## src/sv/sfts_pkg.sv

```systemverilog
package sfts_pkg;

	localparam int SYMBOL_BITS   = 8;
	localparam int COUNT_BITS    = 32;
	localparam int TABLE_ENTRIES = 64;
	localparam int INDEX_BITS    = 6;

	typedef enum logic [1:0] {
		MODE_COUNT = 2'd0,
		MODE_SORT  = 2'd1,
		MODE_CLEAR = 2'd2,
		MODE_NONE  = 2'd3
	} mode_t;

	typedef enum logic [2:0] {
		ST_HIT    = 3'd0,
		ST_NEW    = 3'd1,
		ST_FULL   = 3'd2,
		ST_SORTED = 3'd3,
		ST_EMPTY  = 3'd4
	} status_t;

	typedef struct packed {
		mode_t                  mode;
		logic [SYMBOL_BITS-1:0] symbol;
	} req_t;

	typedef struct packed {
		status_t                status;
		logic [SYMBOL_BITS-1:0] entry_symbol;
		logic [COUNT_BITS-1:0]  entry_count;
		logic [INDEX_BITS-1:0]  entry_index;
		logic                   last;
	} rsp_t;

	typedef enum logic [3:0] {
		S_IDLE, S_CNT_RD, S_CNT_CMP, S_CNT_HIT, S_CNT_MISS, S_EMPTY,
		S_SRT_INIT, S_SRT_LOAD, S_SRT_CARRY, S_SRT_RD, S_SRT_CMP, S_SRT_END,
		S_EMIT_RD, S_EMIT_OUT
	} state_t;

	typedef enum logic [1:0] {
		RD_NONE, RD_J, RD_J1
	} rd_op_t;

	typedef enum logic [2:0] {
		WR_NONE, WR_HIT, WR_NEW, WR_SWAP, WR_END
	} wr_op_t;

	typedef enum logic [2:0] {
		OUT_NONE, OUT_HIT, OUT_NEW, OUT_FULL, OUT_EMPTY, OUT_SORTED
	} out_op_t;

	typedef struct packed {
		logic    load_in;
		logic    clr_used;
		logic    inc_used;
		logic    j_clr;
		logic    j_inc;
		logic    lim_init;
		logic    lim_dec;
		logic    carry_load;
		rd_op_t  rd_op;
		wr_op_t  wr_op;
		out_op_t out_op;
	} cmd_t;

	typedef struct packed {
		logic j_at_used;
		logic hit;
		logic full;
		logic empty;
		logic used_one;
		logic lim_one;
		logic step_last;
		logic emit_last;
		logic out_free;
	} stat_t;

endpackage

```

## src/sv/sfts_ctrl.sv

```systemverilog
module sfts_ctrl
	import sfts_pkg::*;
(
	input  logic  clk,
	input  logic  arst_n,
	input  logic  req_valid,
	input  mode_t req_mode,
	input  stat_t stat,
	output logic  req_stall,
	output cmd_t  cmd
);

	state_t state_q, state_d;

	always_ff @(posedge clk or negedge arst_n) begin
		if (!arst_n) begin
			state_q <= S_IDLE;
		end else begin
			state_q <= state_d;
		end
	end

	always_comb begin
		state_d = state_q;
		case (state_q)
			S_IDLE: begin
				if (req_valid) begin
					case (req_mode)
						MODE_COUNT: state_d = S_CNT_RD;
						MODE_SORT:  state_d = S_SRT_INIT;
						MODE_CLEAR: state_d = S_EMPTY;
						default:    state_d = S_IDLE;
					endcase
				end
			end
			S_CNT_RD:    state_d = stat.j_at_used ? S_CNT_MISS : S_CNT_CMP;
			S_CNT_CMP:   state_d = stat.hit ? S_CNT_HIT : S_CNT_RD;
			S_CNT_HIT:   if (stat.out_free) state_d = S_IDLE;
			S_CNT_MISS:  if (stat.out_free) state_d = S_IDLE;
			S_EMPTY:     if (stat.out_free) state_d = S_IDLE;
			S_SRT_INIT: begin
				if (stat.empty) begin
					state_d = S_EMPTY;
				end else if (stat.used_one) begin
					state_d = S_EMIT_RD;
				end else begin
					state_d = S_SRT_LOAD;
				end
			end
			S_SRT_LOAD:  state_d = S_SRT_CARRY;
			S_SRT_CARRY: state_d = S_SRT_RD;
			S_SRT_RD:    state_d = S_SRT_CMP;
			S_SRT_CMP:   state_d = stat.step_last ? S_SRT_END : S_SRT_RD;
			S_SRT_END:   state_d = stat.lim_one ? S_EMIT_RD : S_SRT_LOAD;
			S_EMIT_RD:   state_d = S_EMIT_OUT;
			S_EMIT_OUT: begin
				if (stat.out_free) begin
					state_d = stat.emit_last ? S_IDLE : S_EMIT_RD;
				end
			end
			default:     state_d = S_IDLE;
		endcase
	end

	always_comb begin
		cmd = '0;
		cmd.rd_op  = RD_NONE;
		cmd.wr_op  = WR_NONE;
		cmd.out_op = OUT_NONE;
		req_stall  = (state_q != S_IDLE);
		case (state_q)
			S_IDLE: begin
				cmd.load_in = req_valid;
				cmd.j_clr   = 1'b1;
			end
			S_CNT_RD:  cmd.rd_op = RD_J;
			S_CNT_CMP: cmd.j_inc = !stat.hit;
			S_CNT_HIT: begin
				if (stat.out_free) begin
					cmd.wr_op  = WR_HIT;
					cmd.out_op = OUT_HIT;
				end
			end
			S_CNT_MISS: begin
				if (stat.out_free) begin
					if (stat.full) begin
						cmd.out_op = OUT_FULL;
					end else begin
						cmd.wr_op    = WR_NEW;
						cmd.out_op   = OUT_NEW;
						cmd.inc_used = 1'b1;
					end
				end
			end
			S_EMPTY: begin
				if (stat.out_free) begin
					cmd.clr_used = 1'b1;
					cmd.out_op   = OUT_EMPTY;
				end
			end
			S_SRT_INIT: begin
				cmd.lim_init = 1'b1;
				cmd.j_clr    = 1'b1;
			end
			S_SRT_LOAD:  cmd.rd_op = RD_J;
			S_SRT_CARRY: cmd.carry_load = 1'b1;
			S_SRT_RD:    cmd.rd_op = RD_J1;
			S_SRT_CMP: begin
				cmd.wr_op = WR_SWAP;
				cmd.j_inc = 1'b1;
			end
			S_SRT_END: begin
				cmd.wr_op   = WR_END;
				cmd.lim_dec = 1'b1;
				cmd.j_clr   = 1'b1;
			end
			S_EMIT_RD: cmd.rd_op = RD_J;
			S_EMIT_OUT: begin
				if (stat.out_free) begin
					cmd.out_op = OUT_SORTED;
					cmd.j_inc  = 1'b1;
				end
			end
			default: ;
		endcase
	end

endmodule

```

## src/sv/sfts_dp.sv

```systemverilog
module sfts_dp
	import sfts_pkg::*;
#(
	parameter int ENTRIES = TABLE_ENTRIES
) (
	input  logic clk,
	input  logic arst_n,
	input  req_t req,
	input  cmd_t cmd,
	input  logic rsp_stall,
	output stat_t stat,
	output logic rsp_valid,
	output rsp_t rsp
);

	localparam int IW = $clog2(ENTRIES);
	localparam int UW = $clog2(ENTRIES + 1);
	localparam logic [COUNT_BITS-1:0] CNT_MAX = '1;

	logic [SYMBOL_BITS-1:0] sym_mem [ENTRIES];
	logic [COUNT_BITS-1:0]  cnt_mem [ENTRIES];

	logic [SYMBOL_BITS-1:0] rd_sym_q, sym_q, carry_sym_q, wr_sym;
	logic [COUNT_BITS-1:0]  rd_cnt_q, carry_cnt_q, wr_cnt, inc_cnt;
	logic [UW-1:0]          used_q, j_q, j_nxt;
	logic [IW-1:0]          lim_q, rd_addr, wr_addr;
	logic                   wr_en, rd_en, swap, out_valid_q, out_free;
	rsp_t                   out_q;

	assign j_nxt    = j_q + UW'(1);
	assign swap     = carry_cnt_q > rd_cnt_q;
	assign inc_cnt  = (rd_cnt_q == CNT_MAX) ? rd_cnt_q : rd_cnt_q + COUNT_BITS'(1);
	assign out_free = !out_valid_q || !rsp_stall;

	always_comb begin
		rd_en   = (cmd.rd_op != RD_NONE);
		rd_addr = j_q[IW-1:0];
		if (cmd.rd_op == RD_J1) begin
			rd_addr = j_nxt[IW-1:0];
		end
	end

	always_comb begin
		wr_en   = 1'b1;
		wr_addr = j_q[IW-1:0];
		wr_sym  = rd_sym_q;
		wr_cnt  = inc_cnt;
		case (cmd.wr_op)
			WR_HIT: ;
			WR_NEW: begin
				wr_addr = used_q[IW-1:0];
				wr_sym  = sym_q;
				wr_cnt  = COUNT_BITS'(1);
			end
			WR_SWAP: begin
				wr_sym = swap ? rd_sym_q : carry_sym_q;
				wr_cnt = swap ? rd_cnt_q : carry_cnt_q;
			end
			WR_END: begin
				wr_addr = lim_q;
				wr_sym  = carry_sym_q;
				wr_cnt  = carry_cnt_q;
			end
			default: wr_en = 1'b0;
		endcase
	end

	always_ff @(posedge clk) begin
		if (wr_en) begin
			sym_mem[wr_addr] <= wr_sym;
			cnt_mem[wr_addr] <= wr_cnt;
		end
		if (rd_en) begin
			rd_sym_q <= sym_mem[rd_addr];
			rd_cnt_q <= cnt_mem[rd_addr];
		end
	end

	always_ff @(posedge clk) begin
		if (cmd.load_in) begin
			sym_q <= req.symbol;
		end
		if (cmd.carry_load || (cmd.wr_op == WR_SWAP && !swap)) begin
			carry_sym_q <= rd_sym_q;
			carry_cnt_q <= rd_cnt_q;
		end
	end

	always_ff @(posedge clk or negedge arst_n) begin
		if (!arst_n) begin
			used_q <= '0;
			j_q    <= '0;
			lim_q  <= '0;
		end else begin
			if (cmd.clr_used) begin
				used_q <= '0;
			end else if (cmd.inc_used) begin
				used_q <= used_q + UW'(1);
			end
			if (cmd.j_clr) begin
				j_q <= '0;
			end else if (cmd.j_inc) begin
				j_q <= j_nxt;
			end
			if (cmd.lim_init) begin
				lim_q <= IW'(used_q - UW'(1));
			end else if (cmd.lim_dec) begin
				lim_q <= lim_q - IW'(1);
			end
		end
	end

	always_ff @(posedge clk or negedge arst_n) begin
		if (!arst_n) begin
			out_valid_q <= 1'b0;
		end else if (cmd.out_op != OUT_NONE) begin
			out_valid_q <= 1'b1;
		end else if (!rsp_stall) begin
			out_valid_q <= 1'b0;
		end
	end

	always_ff @(posedge clk) begin
		if (cmd.out_op != OUT_NONE) begin
			out_q.last         <= 1'b1;
			out_q.entry_symbol <= sym_q;
			out_q.entry_count  <= '0;
			out_q.entry_index  <= '0;
			case (cmd.out_op)
				OUT_HIT: begin
					out_q.status      <= ST_HIT;
					out_q.entry_count <= inc_cnt;
					out_q.entry_index <= INDEX_BITS'(j_q[IW-1:0]);
				end
				OUT_NEW: begin
					out_q.status      <= ST_NEW;
					out_q.entry_count <= COUNT_BITS'(1);
					out_q.entry_index <= INDEX_BITS'(used_q[IW-1:0]);
				end
				OUT_FULL: out_q.status <= ST_FULL;
				OUT_SORTED: begin
					out_q.status       <= ST_SORTED;
					out_q.entry_symbol <= rd_sym_q;
					out_q.entry_count  <= rd_cnt_q;
					out_q.entry_index  <= INDEX_BITS'(j_q[IW-1:0]);
					out_q.last         <= (j_nxt == used_q);
				end
				default: begin
					out_q.status       <= ST_EMPTY;
					out_q.entry_symbol <= '0;
				end
			endcase
		end
	end

	assign rsp_valid = out_valid_q;
	assign rsp       = out_q;

	always_comb begin
		stat.j_at_used = (j_q == used_q);
		stat.hit       = (rd_sym_q == sym_q);
		stat.full      = (used_q == UW'(ENTRIES));
		stat.empty     = (used_q == '0);
		stat.used_one  = (used_q == UW'(1));
		stat.lim_one   = (lim_q == IW'(1));
		stat.step_last = (j_nxt == UW'(lim_q));
		stat.emit_last = (j_nxt == used_q);
		stat.out_free  = out_free;
	end

endmodule

```

## src/sv/symbol_frequency_table_sort_core.sv

```systemverilog
// Symbol occurrence table, first stage of a Huffman coder.
// req channel (req_valid/req_stall, payload req): one beat per command.
//   MODE_COUNT looks the symbol up and increments or appends it, one result;
//   a full table gives ST_FULL. MODE_SORT stably sorts by ascending count, then
//   one result per entry, last set on the final one; an empty table gives one
//   ST_EMPTY result. MODE_CLEAR empties the table, one ST_EMPTY result. Mode 3 is dropped.
// rsp channel (rsp_valid/rsp_stall, payload rsp): registered result beats.
// Timing: one command at a time; req_stall is low only when the controller
// is idle. Count searches the table entry by entry, set by the single-port
// table read. Sort runs passes of adjacent compare-and-swap steps, then
// reads the table out, one emitted beat per entry.
// A result beat sits in the output register while rsp_stall is high; the
// next command is still taken, and its result waits for the register.
// Reset empties the table; table contents need no clearing.
module symbol_frequency_table_sort_core
	import sfts_pkg::*;
#(
	parameter int ENTRIES = TABLE_ENTRIES
) (
	input  logic clk,
	input  logic arst_n,
	input  logic req_valid,
	output logic req_stall,
	input  req_t req,
	output logic rsp_valid,
	input  logic rsp_stall,
	output rsp_t rsp
);

	cmd_t  cmd;
	stat_t stat;

	sfts_ctrl u_ctrl (
		.clk       (clk),
		.arst_n    (arst_n),
		.req_valid (req_valid),
		.req_mode  (req.mode),
		.stat      (stat),
		.req_stall (req_stall),
		.cmd       (cmd)
	);

	sfts_dp #(
		.ENTRIES (ENTRIES)
	) u_dp (
		.clk       (clk),
		.arst_n    (arst_n),
		.req       (req),
		.cmd       (cmd),
		.rsp_stall (rsp_stall),
		.stat      (stat),
		.rsp_valid (rsp_valid),
		.rsp       (rsp)
	);

endmodule

```

## config.mk

```make
export PLATFORM = sky130hd
export DESIGN_NAME = symbol_frequency_table_sort_core
export DESIGN_NICKNAME = d
export VERILOG_FILES = /design/src/sv/sfts_pkg.sv /design/src/sv/sfts_ctrl.sv /design/src/sv/sfts_dp.sv /design/src/sv/symbol_frequency_table_sort_core.sv
export SDC_FILE = /design/constraint.sdc
export NUM_CORES = 2
export LEC_CHECK = 0
export ABC_AREA = 1
export BUFFER_PORTS_ARGS = -buffer_cell sky130_fd_sc_hd__buf_2
export CAP_MARGIN = 25
export CORE_MARGIN = 2
export CORE_UTILIZATION = 40
export CTS_CLUSTER_DIAMETER = 80
export DETAILED_ROUTE_END_ITERATION = 7
export PLACE_DENSITY_LB_ADDON = 0.25
export SLEW_MARGIN = 20
export SYNTH_ARGS = -nofsm -noshare
export SYNTH_HDL_FRONTEND = slang
export SYNTH_SLANG_ARGS = --single-unit
```

## constraint.sdc

```tcl
create_clock -name clk -period 6.2 [get_ports clk]
set_input_delay 0.62 -clock clk [delete_from_list [all_inputs] [get_ports clk]]
set_output_delay 0.62 -clock clk [all_outputs]
set_load 0.02 [all_outputs]
```

==> impl_metrics.xml <==
<?xml version="1.0" encoding="UTF-8"?>
<metrics>
  <group name="power_and_ir_drop">
    <metric name="power_switching" unit="W">0.0225</metric>
    <metric name="netSwitchingFraction" unit="%">36.4</metric>
    <metric name="power_density" unit="nW/um^2">460</metric>
    <metric name="power_report.internal_total" unit="W">0.0394</metric>
    <metric name="comb_power_share" unit="%">31.3</metric>
    <metric name="clock_power_share" unit="%">27.2</metric>
    <metric name="leakage_power_total" unit="nW">55.0</metric>
    <metric name="sequential_group_share_of_total_power" unit="%">41.4</metric>
    <metric name="ir_drop" unit="mV">0.311</metric>
  </group>
  <group name="drt">
    <metric name="drt_drc_violations_left" unit="">0</metric>
    <metric name="vias_per_cell" unit="">5.18</metric>
    <metric name="first_pass_iters" unit="">5</metric>
    <metric name="total_via_count_after_detailed_routing" unit="">81200</metric>
    <metric name="dr.first_iter.drc_count" unit="">8385</metric>
    <metric name="detail-route-antenna-nets" unit="">0</metric>
    <metric name="wl" unit="mm">351</metric>
    <metric name="drt-wirelength-per-cell" unit="um">22.4</metric>
  </group>
  <group name="sta">
    <metric name="final.hold.worst_slack" unit="ns">0.126</metric>
    <metric name="min_period" unit="ns">4.95</metric>
    <metric name="max_slew_margin" unit="%">24.9</metric>
    <metric name="min_period_over_period" unit="%">79.9</metric>
    <metric name="max_freq" unit="MHz">202</metric>
    <metric name="setup_viol" unit="">0</metric>
    <metric name="fin_worst_skew" unit="ns">0.0468</metric>
    <metric name="tightestPinTransition" unit="ns">1.13</metric>
    <metric name="final_hold_violation_count" unit="">0</metric>
    <metric name="rsz0062_at_grt" unit="">no</metric>
    <metric name="setup_tns" unit="ns">0</metric>
    <metric name="final-max-slew-violation-count" unit="">0</metric>
  </group>
  <group name="placed_design">
    <metric name="io_buffer_count" unit="">65</metric>
    <metric name="dp_hpwl" unit="mm">191</metric>
    <metric name="gp_congestion" unit="">0.915</metric>
    <metric name="dpl.cell_count" unit="">15100</metric>
  </group>
  <group name="setup_path">
    <metric name="startpoint_type" unit="">flop</metric>
    <metric name="worstPathCellList" unit="">inv_1 &gt; ha_1 &gt; nand2_1 &gt; nor2_2 &gt; nand2_1 &gt; o21ai_4 &gt; inv_2 &gt; nand2_1 &gt; o21ai_1 &gt; a21oi_2 &gt; inv_1 &gt; nor2_1 &gt; nand2_1 &gt; nor2_4 &gt; buf_4</metric>
    <metric name="critical-path-top-cell-by-count" unit="">nand2_1</metric>
    <metric name="worst-setup-path-type" unit="">reg2reg</metric>
    <metric name="critPathArrivalTime" unit="ns">5.45</metric>
    <metric name="critical_path.slowest_cell" unit="">nor2_4</metric>
    <metric name="maximum_fanout_encountered_on_the_critical_timing_path" unit="">19</metric>
    <metric name="timing.critical_path.slowest_cell_delay" unit="ns">0.82</metric>
    <metric name="cp_required" unit="ns">6.70</metric>
    <metric name="setup.worst_path.end_class" unit="">flop</metric>
  </group>
  <group name="final_layout">
    <metric name="layout.cells.non_filler" unit="">15700</metric>
    <metric name="areaGrowthSynthToFinish" unit="%">12.7</metric>
    <metric name="most_frequent_standard_cell_in_the_layout_excluding_fill_and_tap_cells" unit="">nand2_1</metric>
    <metric name="drive_gt1_share" unit="%">7.40</metric>
    <metric name="most-common-layout-cells" unit="">nand2_1, edfxtp_1, nand3_1</metric>
    <metric name="nets" unit="">11600</metric>
    <metric name="post-route-util" unit="%">45.3</metric>
  </group>
  <group name="synth">
    <metric name="syn_nets" unit="">11500</metric>
    <metric name="synthesized_cell_area" unit="sq um">119000</metric>
    <metric name="synth_seq_cells" unit="">2723</metric>
    <metric name="synthesis_warning_total" unit="">0</metric>
    <metric name="synth.yosys.seq_area_share" unit="%">68.4</metric>
    <metric name="synth_cell_types" unit="">44</metric>
    <metric name="netlist_instances" unit="">11400</metric>
    <metric name="syn-mean-instance-area" unit="sq um">10.4</metric>
  </group>
  <group name="global_route">
    <metric name="grt.busiest_layer" unit="">met2</metric>
    <metric name="grtUsageMet3" unit="%">3.36</metric>
    <metric name="wire_length_of_the_first_global_routing_pass" unit="mm">516</metric>
    <metric name="via_count_of_the_first_global_routing_pass" unit="">77200</metric>
    <metric name="antenna_violations_before_repair" unit="">10</metric>
    <metric name="met2_track_demand_over_resource" unit="%">37.5</metric>
    <metric name="grt_overflow" unit="">0</metric>
    <metric name="grtUsageTotal" unit="%">22.8</metric>
    <metric name="globalRouteMet1Util" unit="%">31.3</metric>
    <metric name="grt_start_max_net_pins" unit="">147</metric>
  </group>
  <group name="clock_network">
    <metric name="post_cts_resized" unit="">0</metric>
    <metric name="cts_setup_buffers" unit="">0</metric>
    <metric name="tritoncts.num_buffers" unit="">296</metric>
    <metric name="cts.htree.levels" unit="">5</metric>
    <metric name="clock-sinks" unit="">2723</metric>
    <metric name="clock_latency" unit="ns">0.87</metric>
    <metric name="clkSlewWorstSetupHoldPaths" unit="ns">0.06</metric>
    <metric name="tritoncts" unit="">yes</metric>
    <metric name="root_buffer" unit="">clkbuf_16</metric>
    <metric name="clockBufferDepth" unit="">4</metric>
  </group>
  <group name="floorplanning">
    <metric name="core" unit="sq um">297000</metric>
    <metric name="fp.dieArea" unit="sq um">303000</metric>
    <metric name="floorplan.die.width" unit="um">550</metric>
    <metric name="floorplan.initialDensity" unit="%">40.2</metric>
    <metric name="row_count" unit="">200</metric>
    <metric name="ios" unit="">66</metric>
    <metric name="die_height" unit="um">550</metric>
  </group>
  <group name="run">
    <metric name="drv.max_cap_violation_count" unit="">0</metric>
  </group>
  <group name="status">
    <metric name="outcome" unit="">complete, no violations</metric>
  </group>
  <group name="worst_hold_path">
    <metric name="hold_path.class" unit="">in2reg</metric>
  </group>
</metrics>
## synthesized netlist by cell type (all sizes together)
cell type | number | area, sq um
clkinv | 2 | 7.51
buf | 458 | 2470
nor2 | 150 | 586
o41ai | 1 | 8.76
nor4 | 9 | 56.3
nor3b | 1 | 7.51
nor3 | 28 | 145
nand3b | 40 | 300
nand2 | 3503 | 13200
o221ai | 2 | 17.5
nand3 | 2164 | 10800
o21a | 2 | 15.0
o21ai | 73 | 388
ha | 43 | 538
inv | 1925 | 7230
a21oi | 30 | 169
a21boi | 1 | 7.51
or2 | 3 | 18.8
xor2 | 38 | 333
dfrtp | 25 | 626
a211oi | 2 | 15.0
edfxtp | 2698 | 81000
a22oi | 4 | 30.0
a21o | 1 | 7.51
nor2b | 1 | 6.26
a31oi | 4 | 25.0
clkbuf | 121 | 454
xnor2 | 15 | 131
o22ai | 7 | 43.8
o211ai | 81 | 608
nand4 | 14 | 87.6
## power groups by stage
stage	sequential (W)	clock (W)	combinational, W
after floorplan	0.0264	0	0.0113
after global placement	0.0261	0	0.0185
after detailed placement	0.0261	0	0.0190
after CTS	0.0257	0.0171	0.0190
after global routing	0.0257	0.0179	0.0212
final	0.0257	0.0169	0.0194
## layout make-up
class	instances	area [sq um]
fill	27300	162000
sequential	2723	81600
multi-input combinational	6217	28400
clock buffer	369	7830
inverter	1927	7260
tap	3939	4930
timing repair buffer	328	3230
clock inverter	161	1290
antenna	4	10.0
## kinds of logic after synthesis
family | Yosys count | share of synthesized area, %
AO/OA/AOI/OAI | 208 | 1.12
flip-flops | 2723 | 68.4
XOR/XNOR | 53 | 0.389
adder cells (fa/ha/maj) | 43 | 0.451
AND/OR/NAND/NOR | 5913 | 21.1
buffers and inverters | 2506 | 8.52
## flip-flops by register name (all words and copies together) (netlist names), 8 cells and up
name	flops
u_dp.sym_mem	512
u_dp.rsp	50
u_dp.carry_sym_q	8
u_dp.rd_sym_q	8
u_dp.carry_cnt_q	32
u_dp.rd_cnt_q	32
u_dp.sym_q	8
u_dp.cnt_mem	2048
## worst max-delay path, delay by kind of cell, from the launching register on
kind                       cells  cell delay, ns
AOI/OAI and AO/OA              3            0.79
adders and majority gates      1            0.22
buffers and inverters          4            1.06
DFF                            1            0.44
and+or+nand+nor                7            2.00
## per-layer routing
layer / up-vias / part of all wire, %
li1: 37700 / -
met1: 39700 / 43
met2: 3237 / 47
met3: 566 / 7.6
met4: 2 / 2.7
met5: - / 0.0031
## repair_timing
action / 4_1_cts / 5_1_grt
endpoints found under the hold margin: 33 / 0
hold buffers: 9 / 0
endpoints found under the setup margin: 0 / 0
## path summary, 6_finish.rpt
kind / startpoint / to / slack, ns / cells after the start
setup / recovery: u_dp.used_q[1]$_DFFE_PN0P_ / u_dp.sym_mem[21][1]$_DFFE_PP_ / 1.25 / 15
hold / removal: rsp_stall / u_dp.rsp_valid$_DFFE_PN0P_ / 0.13 / 3
setup reg to reg: u_dp.used_q[1]$_DFFE_PN0P_ / u_dp.sym_mem[21][1]$_DFFE_PP_ / 1.25 / 15
hold reg to reg: u_dp.rd_cnt_q[15]$_DFFE_PP_ / u_dp.carry_cnt_q[15]$_DFFE_PP_ / 0.51 / 0
max in group asynchronous: arst_n / u_ctrl.state_q[1]$_DFFE_PN0P_ / 5.39 / 2
min in group asynchronous: arst_n / u_dp.lim_q[3]$_DFFE_PN0P_ / 0.36 / 2
## metrics by stage
step	instance area [sq um]	worst slack, ns	total power (W)
5_1_grt	135000	0.934	0.0648
3_3_place_gp	125000	1.08	0.0446
6_report	135000	1.25	0.0619
4_1_cts	134000	1.12	0.0619
2_1_floorplan	119000	1.27	0.0377
3_5_place_dp	125000	1.14	0.0451
Note: power is estimated with default switching activity, not from simulation.
